===== src/hdl/fpcs_pkg.sv =====
// Package with the types, constants and arithmetic helpers of the four-point subdivision block.
package fpcs_pkg;

    localparam int COORD_BITS = 32;
    localparam int SUM_BITS   = COORD_BITS + 1;
    localparam int MIX_BITS   = COORD_BITS + 6;
    localparam int Q_DEPTH    = 2;
    localparam int Q_PTR_BITS = $clog2(Q_DEPTH);
    localparam int Q_CNT_BITS = $clog2(Q_DEPTH + 1);

    typedef logic signed [COORD_BITS-1:0] t_coord;
    typedef logic signed [SUM_BITS-1:0]   t_sum;
    typedef logic signed [MIX_BITS-1:0]   t_mix;

    typedef struct packed {
        logic signed [31:0] coord_x;
        logic signed [31:0] coord_y;
        logic signed [31:0] coord_z;
        logic               final_vertex;
    } t_in;

    typedef struct packed {
        logic signed [31:0] out_x;
        logic signed [31:0] out_y;
        logic signed [31:0] out_z;
        logic               inserted;
        logic               final_point;
    } t_out;

    typedef struct packed {
        t_coord x;
        t_coord y;
        t_coord z;
    } t_point;

    typedef struct packed {
        t_sum x;
        t_sum y;
        t_sum z;
    } t_sums;

    typedef struct packed {
        t_mix x;
        t_mix y;
        t_mix z;
    } t_mixes;

    // Echo emits the current vertex, pair emits the held and current vertex,
    // split emits the older held vertex and the inserted point, plus the tail on the last vertex.
    typedef enum logic [1:0] {
        CMD_ECHO,
        CMD_PAIR,
        CMD_SPLIT
    } t_cmd;

    typedef struct packed {
        t_cmd   cmd;
        logic   last;
        t_point p1;
        t_point p2;
        t_point p3;
        t_sums  bc;
        t_sums  ad;
    } t_entry;

    typedef struct packed {
        logic   valid;
        t_entry entry;
    } t_req;

    localparam t_coord COORD_MAX = {1'b0, {(COORD_BITS-1){1'b1}}};
    localparam t_coord COORD_MIN = {1'b1, {(COORD_BITS-1){1'b0}}};

    function automatic t_mix mix9(input t_sum bc, input t_sum ad);
        t_mix e;
        t_mix f;
        e = t_mix'(bc);
        f = t_mix'(ad);
        return (e <<< 3) + e - f;
    endfunction

    function automatic t_coord sat_div16(input t_mix q);
        logic [COORD_BITS+1:0] sh;
        sh = q[MIX_BITS-1:4];
        if (sh[COORD_BITS+1:COORD_BITS-1] == '0 || sh[COORD_BITS+1:COORD_BITS-1] == '1) begin
            return t_coord'(sh[COORD_BITS-1:0]);
        end else if (sh[COORD_BITS+1]) begin
            return COORD_MIN;
        end else begin
            return COORD_MAX;
        end
    endfunction

endpackage


===== src/hdl/fpcs_front.sv =====
// Front part: holds the vertex window and count and turns each vertex that yields points into a command.
module fpcs_front (
    input  logic          i_clk,
    input  logic          i_rst_n,
    input  logic          i_valid,
    output logic          o_ready,
    input  fpcs_pkg::t_in i_data,
    input  logic          i_q_full,
    output fpcs_pkg::t_req o_req
);

    fpcs_pkg::t_point r_w0, r_w1, r_w2;
    logic [1:0]       r_seen;
    logic [1:0]       n_seen;
    fpcs_pkg::t_point cur;
    logic             accept;
    logic             last;

    assign o_ready = !i_q_full;
    assign accept  = i_valid && !i_q_full;
    assign last    = i_data.final_vertex;
    assign cur.x   = fpcs_pkg::t_coord'(i_data.coord_x);
    assign cur.y   = fpcs_pkg::t_coord'(i_data.coord_y);
    assign cur.z   = fpcs_pkg::t_coord'(i_data.coord_z);

    always_comb begin
        o_req.valid       = 1'b0;
        o_req.entry.cmd   = fpcs_pkg::CMD_ECHO;
        o_req.entry.last  = last;
        o_req.entry.p1    = r_w1;
        o_req.entry.p2    = r_w2;
        o_req.entry.p3    = cur;
        o_req.entry.bc.x  = fpcs_pkg::t_sum'(r_w1.x) + fpcs_pkg::t_sum'(r_w2.x);
        o_req.entry.bc.y  = fpcs_pkg::t_sum'(r_w1.y) + fpcs_pkg::t_sum'(r_w2.y);
        o_req.entry.bc.z  = fpcs_pkg::t_sum'(r_w1.z) + fpcs_pkg::t_sum'(r_w2.z);
        o_req.entry.ad.x  = fpcs_pkg::t_sum'(r_w0.x) + fpcs_pkg::t_sum'(cur.x);
        o_req.entry.ad.y  = fpcs_pkg::t_sum'(r_w0.y) + fpcs_pkg::t_sum'(cur.y);
        o_req.entry.ad.z  = fpcs_pkg::t_sum'(r_w0.z) + fpcs_pkg::t_sum'(cur.z);
        n_seen            = r_seen;
        case (r_seen)
            2'd0: begin
                o_req.valid = accept;
            end
            2'd1: begin
                o_req.valid = accept && last;
            end
            2'd2: begin
                o_req.valid     = accept && last;
                o_req.entry.cmd = fpcs_pkg::CMD_PAIR;
            end
            default: begin
                o_req.valid     = accept;
                o_req.entry.cmd = fpcs_pkg::CMD_SPLIT;
            end
        endcase
        if (last) begin
            n_seen = 2'd0;
        end else if (r_seen != 2'd3) begin
            n_seen = r_seen + 2'd1;
        end
    end

    always_ff @(posedge i_clk) begin
        if (!i_rst_n) begin
            r_seen <= 2'd0;
        end else if (accept) begin
            r_seen <= n_seen;
        end
    end

    always_ff @(posedge i_clk) begin
        if (accept) begin
            r_w0 <= r_w1;
            r_w1 <= r_w2;
            r_w2 <= cur;
        end
    end

endmodule


===== src/hdl/fpcs_queue.sv =====
// Short command queue between the front and back parts.
module fpcs_queue (
    input  logic             i_clk,
    input  logic             i_rst_n,
    input  fpcs_pkg::t_req   i_req,
    output logic             o_full,
    output fpcs_pkg::t_req   o_head,
    input  logic             i_pop
);

    fpcs_pkg::t_entry                  r_ent [fpcs_pkg::Q_DEPTH];
    logic [fpcs_pkg::Q_PTR_BITS-1:0]   r_wr, r_rd;
    logic [fpcs_pkg::Q_CNT_BITS-1:0]   r_cnt;
    logic                              push;
    logic                              pop;

    assign o_full       = (r_cnt == fpcs_pkg::Q_CNT_BITS'(fpcs_pkg::Q_DEPTH));
    assign push         = i_req.valid && !o_full;
    assign pop          = i_pop && (r_cnt != '0);
    assign o_head.valid = (r_cnt != '0);
    assign o_head.entry = r_ent[r_rd];

    always_ff @(posedge i_clk) begin
        if (!i_rst_n) begin
            r_wr  <= '0;
            r_rd  <= '0;
            r_cnt <= '0;
        end else begin
            if (push) begin
                r_wr <= r_wr + fpcs_pkg::Q_PTR_BITS'(1);
            end
            if (pop) begin
                r_rd <= r_rd + fpcs_pkg::Q_PTR_BITS'(1);
            end
            if (push && !pop) begin
                r_cnt <= r_cnt + fpcs_pkg::Q_CNT_BITS'(1);
            end else if (pop && !push) begin
                r_cnt <= r_cnt - fpcs_pkg::Q_CNT_BITS'(1);
            end
        end
    end

    always_ff @(posedge i_clk) begin
        if (push) begin
            r_ent[r_wr] <= i_req.entry;
        end
    end

endmodule


===== src/hdl/fpcs_back.sv =====
// Back part: steps through each command, computes inserted points and drives the output register.
module fpcs_back (
    input  logic             i_clk,
    input  logic             i_rst_n,
    input  fpcs_pkg::t_req   i_head,
    output logic             o_pop,
    output logic             o_valid,
    input  logic             i_ready,
    output fpcs_pkg::t_out   o_data
);

    logic [1:0]             r_step;
    logic                   r_ov;
    fpcs_pkg::t_out         r_out;
    fpcs_pkg::t_mixes       r_q;
    fpcs_pkg::t_out         n_out;
    logic [1:0]             last_step;
    logic                   adv;
    fpcs_pkg::t_entry       ent;

    assign ent     = i_head.entry;
    assign adv     = i_head.valid && (!r_ov || i_ready);
    assign o_pop   = adv && (r_step == last_step);
    assign o_valid = r_ov;
    assign o_data  = r_out;

    always_comb begin
        n_out.out_x       = ent.p3.x;
        n_out.out_y       = ent.p3.y;
        n_out.out_z       = ent.p3.z;
        n_out.inserted    = 1'b0;
        n_out.final_point = 1'b0;
        last_step         = 2'd0;
        case (ent.cmd)
            fpcs_pkg::CMD_ECHO: begin
                n_out.final_point = ent.last;
            end
            fpcs_pkg::CMD_PAIR: begin
                last_step = 2'd1;
                if (r_step == 2'd0) begin
                    n_out.out_x = ent.p2.x;
                    n_out.out_y = ent.p2.y;
                    n_out.out_z = ent.p2.z;
                end else begin
                    n_out.final_point = 1'b1;
                end
            end
            fpcs_pkg::CMD_SPLIT: begin
                last_step = ent.last ? 2'd3 : 2'd1;
                case (r_step)
                    2'd0: begin
                        n_out.out_x = ent.p1.x;
                        n_out.out_y = ent.p1.y;
                        n_out.out_z = ent.p1.z;
                    end
                    2'd1: begin
                        n_out.out_x    = fpcs_pkg::sat_div16(r_q.x);
                        n_out.out_y    = fpcs_pkg::sat_div16(r_q.y);
                        n_out.out_z    = fpcs_pkg::sat_div16(r_q.z);
                        n_out.inserted = 1'b1;
                    end
                    2'd2: begin
                        n_out.out_x = ent.p2.x;
                        n_out.out_y = ent.p2.y;
                        n_out.out_z = ent.p2.z;
                    end
                    default: begin
                        n_out.final_point = 1'b1;
                    end
                endcase
            end
            default: begin
                last_step = 2'd0;
            end
        endcase
    end

    always_ff @(posedge i_clk) begin
        if (!i_rst_n) begin
            r_step <= 2'd0;
            r_ov   <= 1'b0;
        end else begin
            if (adv) begin
                r_ov <= 1'b1;
            end else if (i_ready) begin
                r_ov <= 1'b0;
            end
            if (adv) begin
                r_step <= (r_step == last_step) ? 2'd0 : r_step + 2'd1;
            end
        end
    end

    always_ff @(posedge i_clk) begin
        if (adv) begin
            r_out <= n_out;
        end
        if (adv && r_step == 2'd0) begin
            r_q.x <= fpcs_pkg::mix9(ent.bc.x, ent.ad.x);
            r_q.y <= fpcs_pkg::mix9(ent.bc.y, ent.ad.y);
            r_q.z <= fpcs_pkg::mix9(ent.bc.z, ent.ad.z);
        end
    end

endmodule


===== src/hdl/four_point_curve_subdivision.sv =====
// Top level of the streaming four-point curve subdivision block.
//
// Vertices enter on the input channel (i_valid, o_ready, i_data) and points
// leave on the output channel (o_valid, i_ready, o_data); a transfer happens
// when valid and ready are both high at a rising edge of i_clk.
// The front part keeps the last three vertices and a vertex count and turns each
// vertex that yields points into a command; a two-entry command queue feeds the
// back part, which emits one point per cycle through an output register while the receiver is ready.
// With the back part idle, the command of a vertex is written into the queue and
// its first point then into the output register, where o_valid rises for it.
// A vertex from the fourth on yields two points and the last vertex of a long
// polyline yields four, all through the single output port; a vertex that yields
// no point puts no command into the queue.
// The front accepts vertices while the queue has room, so it keeps taking input
// while a finished point waits in the output register.
// When the receiver stalls, the output register holds its point, the back part
// stops and the queue fills, after which o_ready falls.
// A synchronous active-low reset on i_rst_n empties the queue and output register
// and starts a new polyline.
module four_point_curve_subdivision (
    input  logic           i_clk,
    input  logic           i_rst_n,
    input  logic           i_valid,
    output logic           o_ready,
    input  fpcs_pkg::t_in  i_data,
    output logic           o_valid,
    input  logic           i_ready,
    output fpcs_pkg::t_out o_data
);

    fpcs_pkg::t_req req;
    fpcs_pkg::t_req head;
    logic           q_full;
    logic           pop;

    fpcs_front u_front (
        .i_clk    (i_clk),
        .i_rst_n  (i_rst_n),
        .i_valid  (i_valid),
        .o_ready  (o_ready),
        .i_data   (i_data),
        .i_q_full (q_full),
        .o_req    (req)
    );

    fpcs_queue u_queue (
        .i_clk   (i_clk),
        .i_rst_n (i_rst_n),
        .i_req   (req),
        .o_full  (q_full),
        .o_head  (head),
        .i_pop   (pop)
    );

    fpcs_back u_back (
        .i_clk   (i_clk),
        .i_rst_n (i_rst_n),
        .i_head  (head),
        .o_pop   (pop),
        .o_valid (o_valid),
        .i_ready (i_ready),
        .o_data  (o_data)
    );

endmodule


===== config.mk =====
export PLATFORM = sky130hd
export DESIGN_NAME = four_point_curve_subdivision
export DESIGN_NICKNAME = d
export VERILOG_FILES = /design/src/hdl/fpcs_pkg.sv /design/src/hdl/fpcs_front.sv /design/src/hdl/fpcs_queue.sv /design/src/hdl/fpcs_back.sv /design/src/hdl/four_point_curve_subdivision.sv
export SDC_FILE = /design/constraint.sdc
export NUM_CORES = 2
export LEC_CHECK = 0
export BUFFER_PORTS_ARGS = -buffer_cell sky130_fd_sc_hd__buf_2
export CAP_MARGIN = 20
export CORE_MARGIN = 3
export CORE_UTILIZATION = 40
export CTS_CLUSTER_DIAMETER = 150
export CTS_CLUSTER_SIZE = 16
export DETAILED_ROUTE_END_ITERATION = 6
export HOLD_SLACK_MARGIN = 0.1
export PLACE_DENSITY = 0.62
export SYNTH_ARGS = -nofsm -noshare
export SYNTH_HDL_FRONTEND = slang
export SYNTH_SLANG_ARGS = --single-unit

===== constraint.sdc =====
create_clock -name i_clk -period 60.1 [get_ports i_clk]
set_input_delay 0 -clock i_clk [delete_from_list [all_inputs] [get_ports i_clk]]
set_output_delay 0 -clock i_clk [all_outputs]
set_load 0.005 [all_outputs]

Word level (Yosys, flattened, before mapping)

Memory sizes are Yosys's and may differ from the RTL's. A register that Yosys moved wholly into a read port is not among the register bits.
Index checks and enable logic that the tools add are counted.

Register bits: 509
Bits in writable memories: 978
Input bits: 101
Output and inout bits: 100
Logic and storage cells: 113
Memories kept: 1

Add/subtract/negate cells: 18
Eq/ne operators: 12
Mux-type cells: 28
Reductions and logical operators: 31

Memory list:

| name          | words | bits a word | rd ports | clocked after Yosys merged registers in | write ports | line             | source |
|---|---|---|---|---|---|---|---|
| u_queue.r_ent | 2     | 489         | 1        | 1                                       | 1           | fpcs_queue.sv:11 | `fpcs_pkg::t_entry r_ent [fpcs_pkg::Q_DEPTH];` |

Operator list:

| kind                                          | count |
|---|---|
| one-hot mux 96 bit (3 select lines)           | 1 |
| adder 32 x 32 -> 33 bit                       | 6 |
| two-way mux 32 bit                            | 6 |
| one-hot mux 96 bit (2 select lines)           | 1 |
| subtractor 37 x 33 -> 38 bit                  | 3 |
| adder 36 x 33 -> 37 bit                       | 3 |
| two-way mux 96 bit                            | 1 |
| two-way mux 2 bit                             | 6 |
| two-way mux 1 bit                             | 10 |
| == test 3 bit, second input constant          | 3 |
| logical AND 1 bit                             | 9 |
| logical NOT 3 bit                             | 3 |
| == test 2 bit, second input constant          | 4 |
| one-hot mux 2 bit (2 select lines)            | 2 |
| nonzero test 2 bit                            | 4 |
| adder 2 x 1 -> 2 bit, second input constant   | 3 |
| == test 2 x 1 -> 1 bit, second input constant | 3 |
| logical NOT 2 bit                             | 3 |
| logical NOT 1 bit                             | 4 |
| logical OR 1 bit                              | 4 |
| OR reduction 2 bit                            | 2 |
| one-hot mux 1 bit (3 select lines)            | 1 |
| OR reduction 3 bit                            | 1 |
| adder 1 bit, second input constant            | 2 |
| other kinds (4)                               | 4 |

Logic depth before layout (Yosys ltp)

Depth in word-level cells: 10
Mapped depth: 20
Mapped depth without buffers: 14

Modules after synthesis

A second synthesis with hierarchy kept.

Cell total of the unflattened synthesis: 5209
Area total of the unflattened synthesis: 72107.9 µm²

Modules (own cells, without submodules):

| module     | instances | cells each | area each (µm²) | sequential area each (µm²) |
|---|---|---|---|---|
| fpcs_queue | 1         | 1546       | 35582.9         | 29468.3 |
| fpcs_front | 1         | 1680       | 18730.5         | 8688.3 |
| fpcs_back  | 1         | 1983       | 17794.6         | 6065.8 |

Worst setup path after synthesis

No wires, ideal clock.

Path kind: register -> register
Start: register u_queue.r_cnt[0] in the netlist's numbering
End: register u_queue.r_wr
Setup time: 154 ps
Data arrival time: 29280 ps
Data required time: 59946 ps
Setup slack: 30667 ps
Stages on the path, launching flop included: 7
Buffers on the path: 0
Clock period less this slack: 29433 ps
Cell sequence: dfxtp_1 > nand2b_1 > nand2_1 > inv_1 > o21ai_0 > nor2_1 > o21a_1

Word-level cells in the longest chain between the ends: 6

RTL lines:

| item                     | line                               | source |
|---|---|---|
| start, declared          | fpcs_queue.sv:13                   | `logic [fpcs_pkg::Q_CNT_BITS-1:0] r_cnt;` |
| start signal, assigned   | fpcs_queue.sv:36                   | `r_cnt <= r_cnt + fpcs_pkg::Q_CNT_BITS'(1);` |
| start signal, assigned   | fpcs_queue.sv:38                   | `r_cnt <= r_cnt - fpcs_pkg::Q_CNT_BITS'(1);` |
| == test 2 bit (*)        | fpcs_queue.sv:17                   | `assign o_full = (r_cnt == fpcs_pkg::Q_CNT_BITS'(fpcs_pkg::Q_DEPTH));` |
| logical NOT 1 bit (*)    | n/a                                |  |
| named net o_ready        | four_point_curve_subdivision.sv:24 | `output logic o_ready,` |
| logical AND 1 bit (*)    | fpcs_front.sv:20                   | `assign accept = i_valid && !i_q_full;` |
| named net u_front.accept | fpcs_front.sv:16                   | `logic accept;` |
| logical AND 1 bit        | fpcs_front.sv:45, fpcs_front.sv:48 |  |
| two-way mux 1 bit (*)    | n/a                                |  |
| logical AND 1 bit (*)    | fpcs_queue.sv:18                   | `assign push = i_req.valid && !o_full;` |
| end signal, assigned     | fpcs_queue.sv:30                   | `r_wr <= r_wr + fpcs_pkg::Q_PTR_BITS'(1);` |
| end, declared            | fpcs_queue.sv:12                   | `logic [fpcs_pkg::Q_PTR_BITS-1:0] r_wr, r_rd;` |

The timed path passes the listed nets; every way through them passes the cells marked *.
A chain may end at the register's enable or synchronous reset.

==> summary.txt <==
Setup path
  • Kind of critical path: register to register
  • Crit. End Element: register
  • CP required: 60.62 ns
  • CP startpoint kind: register
  • Crit path DAT: just over 7 ns
  • Max Fanout on Critical Path: 59

Yosys
  • Synth Flop Type: edfxtp_1
  • Post-synth top area share: 63.3%
  • Post-synthesis instance total: 4969
  • Sequential cell area fraction in the yosys report: between 60% and 70%
  • Ys async rst share: 0%
  • Post-synthesis cell area: 69600 um^2
  • Synthesized flop and latch total: 1476
  • Avg Inst Size Synth: ~14 um^2
  • YS warnings: 0
  • Syn nets: about 5500
  • Netlist cell types: roughly 80
  • Post-synth EDFFs: 1466
  • Top post-synthesis cells by area: edfxtp_1, ha_1, mux2i_1
  • Synth area leader: edfxtp_1

Layout
  • Most common cell after layout, fill and taps aside: edfxtp_1
  • Non-Filler Instances: a little under 8000
  • Multi-input logic area: approximately 24000 um^2
  • Reg area: 44200 um^2
  • Final net count: between 5000 and 6000
  • Share of layout cells above drive strength 1: 11.0%
  • Fill count: 15300
  • Most frequent cells in the layout: edfxtp_1, o21ai_0, a21oi_1
  • Finished Core Util: a little under half
  • P&R area growth vs syn: 12.5%

Die
  • Core area: 172000 um^2
  • Chip height: 423 um
  • Cell Rows: 152
  • I/O pin count: ~200
  • Die area: between 150000 and 200000 um^2
  • DIE WIDTH: 423 um
  • Initial Util: around two fifths

STA
  • Final Cycle Share: 10.9%
  • Fin. max-slew vios: 0
  • Endpoints failing setup: 0
  • Slew HR: 20.3%
  • Min Tclk post-route: 6.57 ns
  • Setup TNS Final: 0 ns
  • Final hold slack: 0.177 ns
  • RSZ-0062 raised after global routing: no
  • Worst Tran Pin Value: 1.20 ns
  • Clk_skew: about 0.063 ns
  • Final hold vios: 0
  • F_max: 0.152 GHz

Detailed routing
  • Residual DRC: 0
  • Initial DRC Count: slightly below 3000
  • Routed Antenna Nets: 0
  • Drt via density: between 5 and 6
  • First-pass DRT Iterations: 5
  • Wirelength per Cell: 21.1 um
  • Detailed-route wire length: ~160 mm
  • Vias: 40900

Placed design
  • DP Cell Count: 7382
  • Post-detail-place hpwl: 107 mm
  • Port bufs: 200
  • Final GP Congestion: ~0.86

Min path
  • HP Class: input port to register

Power and ir drop
  • Leakage power: 0.0282 uW
  • PD cells: 60.3 nW/um^2
  • PnR Total Power: approximately 4700 uW
  • VDD IR max: 0.0391 mV

Clock tree
  • Clock latency on the worst-skew pair: ~0.76 ns
  • Clock-pin transition on the worst setup and hold timing paths: roughly 0.080 ns
  • H-tree lvl count: 3
  • CTS sink count: 1476
  • CTS Buffer Depth: 3
  • Clock root cell: clkbuf_16
  • TritonCTS clock tree: built
  • Total CTS buffers: 102

GRT
  • Tot GR Track Use: 17.9%
  • Vias in the first global route: 41700
  • Gr ovfl total: 0
  • Initial antenna violation count: 9
  • First-pass GRT wire length: 249 mm
  • Largest net degree at the start of global routing: 158

Job
  • Max Cap Violations: 0

Run status
  • Outcome: completed
==> metal layers <==
metal	vias to the layer above	track usage (%)	routed length, um
met4	0	4.40	3990
li1	19400	-	-
met2	785	30.8	80300
met5	-	0	0
met3	184	2.11	5970
met1	20600	24.1	72100
==> cell families (layout without fill, tap and decap cells) <==
logic type	Yosys count	count (layout)	synth area share [%]
multiplexers	488	488	7.34
buffers and inverters	437	869	2.36
XOR/XNOR	244	244	3.07
flip-flops	1476	1476	63.5
adder cells (fa/ha/maj)	418	418	8.62
other	0	5	0
AND/OR/NAND/NOR	770	770	5.19
AO/OA/AOI/OAI	1136	1136	9.87
==> registers in the layout, summed over array words and instances, names as in the netlist, named ones only <==
register / flops
u_back.o_data: 98
u_back.o_valid: 1
u_back.r_q: 102
u_back.r_step: 2
u_front.o_req: 192
u_front.r_seen: 2
u_front.r_w0: 96
u_queue.r_cnt: 2
u_queue.r_ent: 978
u_queue.r_rd: 1
u_queue.r_wr: 1
==> power breakdown <==
group / internal, uW / leakage (uW) / switching [uW]
Combinational: 941 / 0.0130 / 1460
Sequential: 1590 / 0.0139 / 75.6
Clock: 313 / 0.00136 / 344
Total: 2840 / 0.0282 / 1880
==> stage by stage <==
stage / cell area (um^2) / setup WS [ns]
after floorplan: 69600 / 30.67
after global placement: 73400 / 53.62
after detailed placement: 73500 / 53.48
after CTS: 78300 / 53.42
after global routing: 78300 / 53.14
final: 78300 / 53.53
==> worst max-delay path: stages, from the launching register on <==
cell and delay, ns:
dfxtp_4 0.61, buf_4 0.67, buf_4 0.85, buf_4 0.85
mux2_2 0.43, fa_1 0.51, inv_1 0.05, ha_1 0.32
a21o_1 0.17, a21o_1 0.18, a21oi_1 0.19, nor2_1 0.09
o21bai_1 0.35, a211oi_1 0.16, nand2b_1 0.24, a2111o_1 0.44
o311ai_0 0.12
==> final timing paths <==
| kind | from | to | slack [ns] | cells after the start |
|---|---|---|---|---|
| setup / recovery | register | u_back.r_q[31] | 53.53 | 16 |
| hold / removal | i_data[33] | u_queue.r_ent[0][33] | 0.18 | 3 |
| setup reg to reg | register | u_back.r_q[31] | 53.53 | 16 |
| hold reg to reg | u_front.o_req[325] | u_front.o_req[421] | 0.48 | 0 |
==> synthesized netlist by cell type (33+ instances only) <==
cell type / number
edfxtp_1: 1466
o21ai_0: 417
a21oi_1: 324
ha_1: 316
mux2i_1: 307
inv_1: 297
nor2_1: 249
nand2_1: 213
mux2_2: 181
xnor2_1: 167
a21o_1: 133
fa_1: 102
clkbuf_1: 88
xor2_1: 77
nand3_1: 53
nor2b_1: 53
buf_1: 49
o21bai_1: 36
nor3_1: 35
o21a_1: 33
==> area by class of cell <==
| class | instances | share of cell area [%] |
|---|---|---|
| Antenna cell | 5 | 0.0160 |
| Tap cell | 2310 | 3.69 |
| Timing Repair Buffer | 439 | 4.31 |
| Clock inverter | 9 | 0.227 |
| Inverter | 297 | 1.43 |
| Sequential cell | 1476 | 56.5 |
| Clock buffer | 124 | 3.37 |
| Multi-Input combinational cell | 3056 | 30.4 |
==> timing repair <==
action,4_1_cts,5_1_grt
hold buffers,196,0
hold endpoints to repair,496,0
gates resized for setup,0,0
setup buffers,0,0
Power figures use the tool's default switching activity.
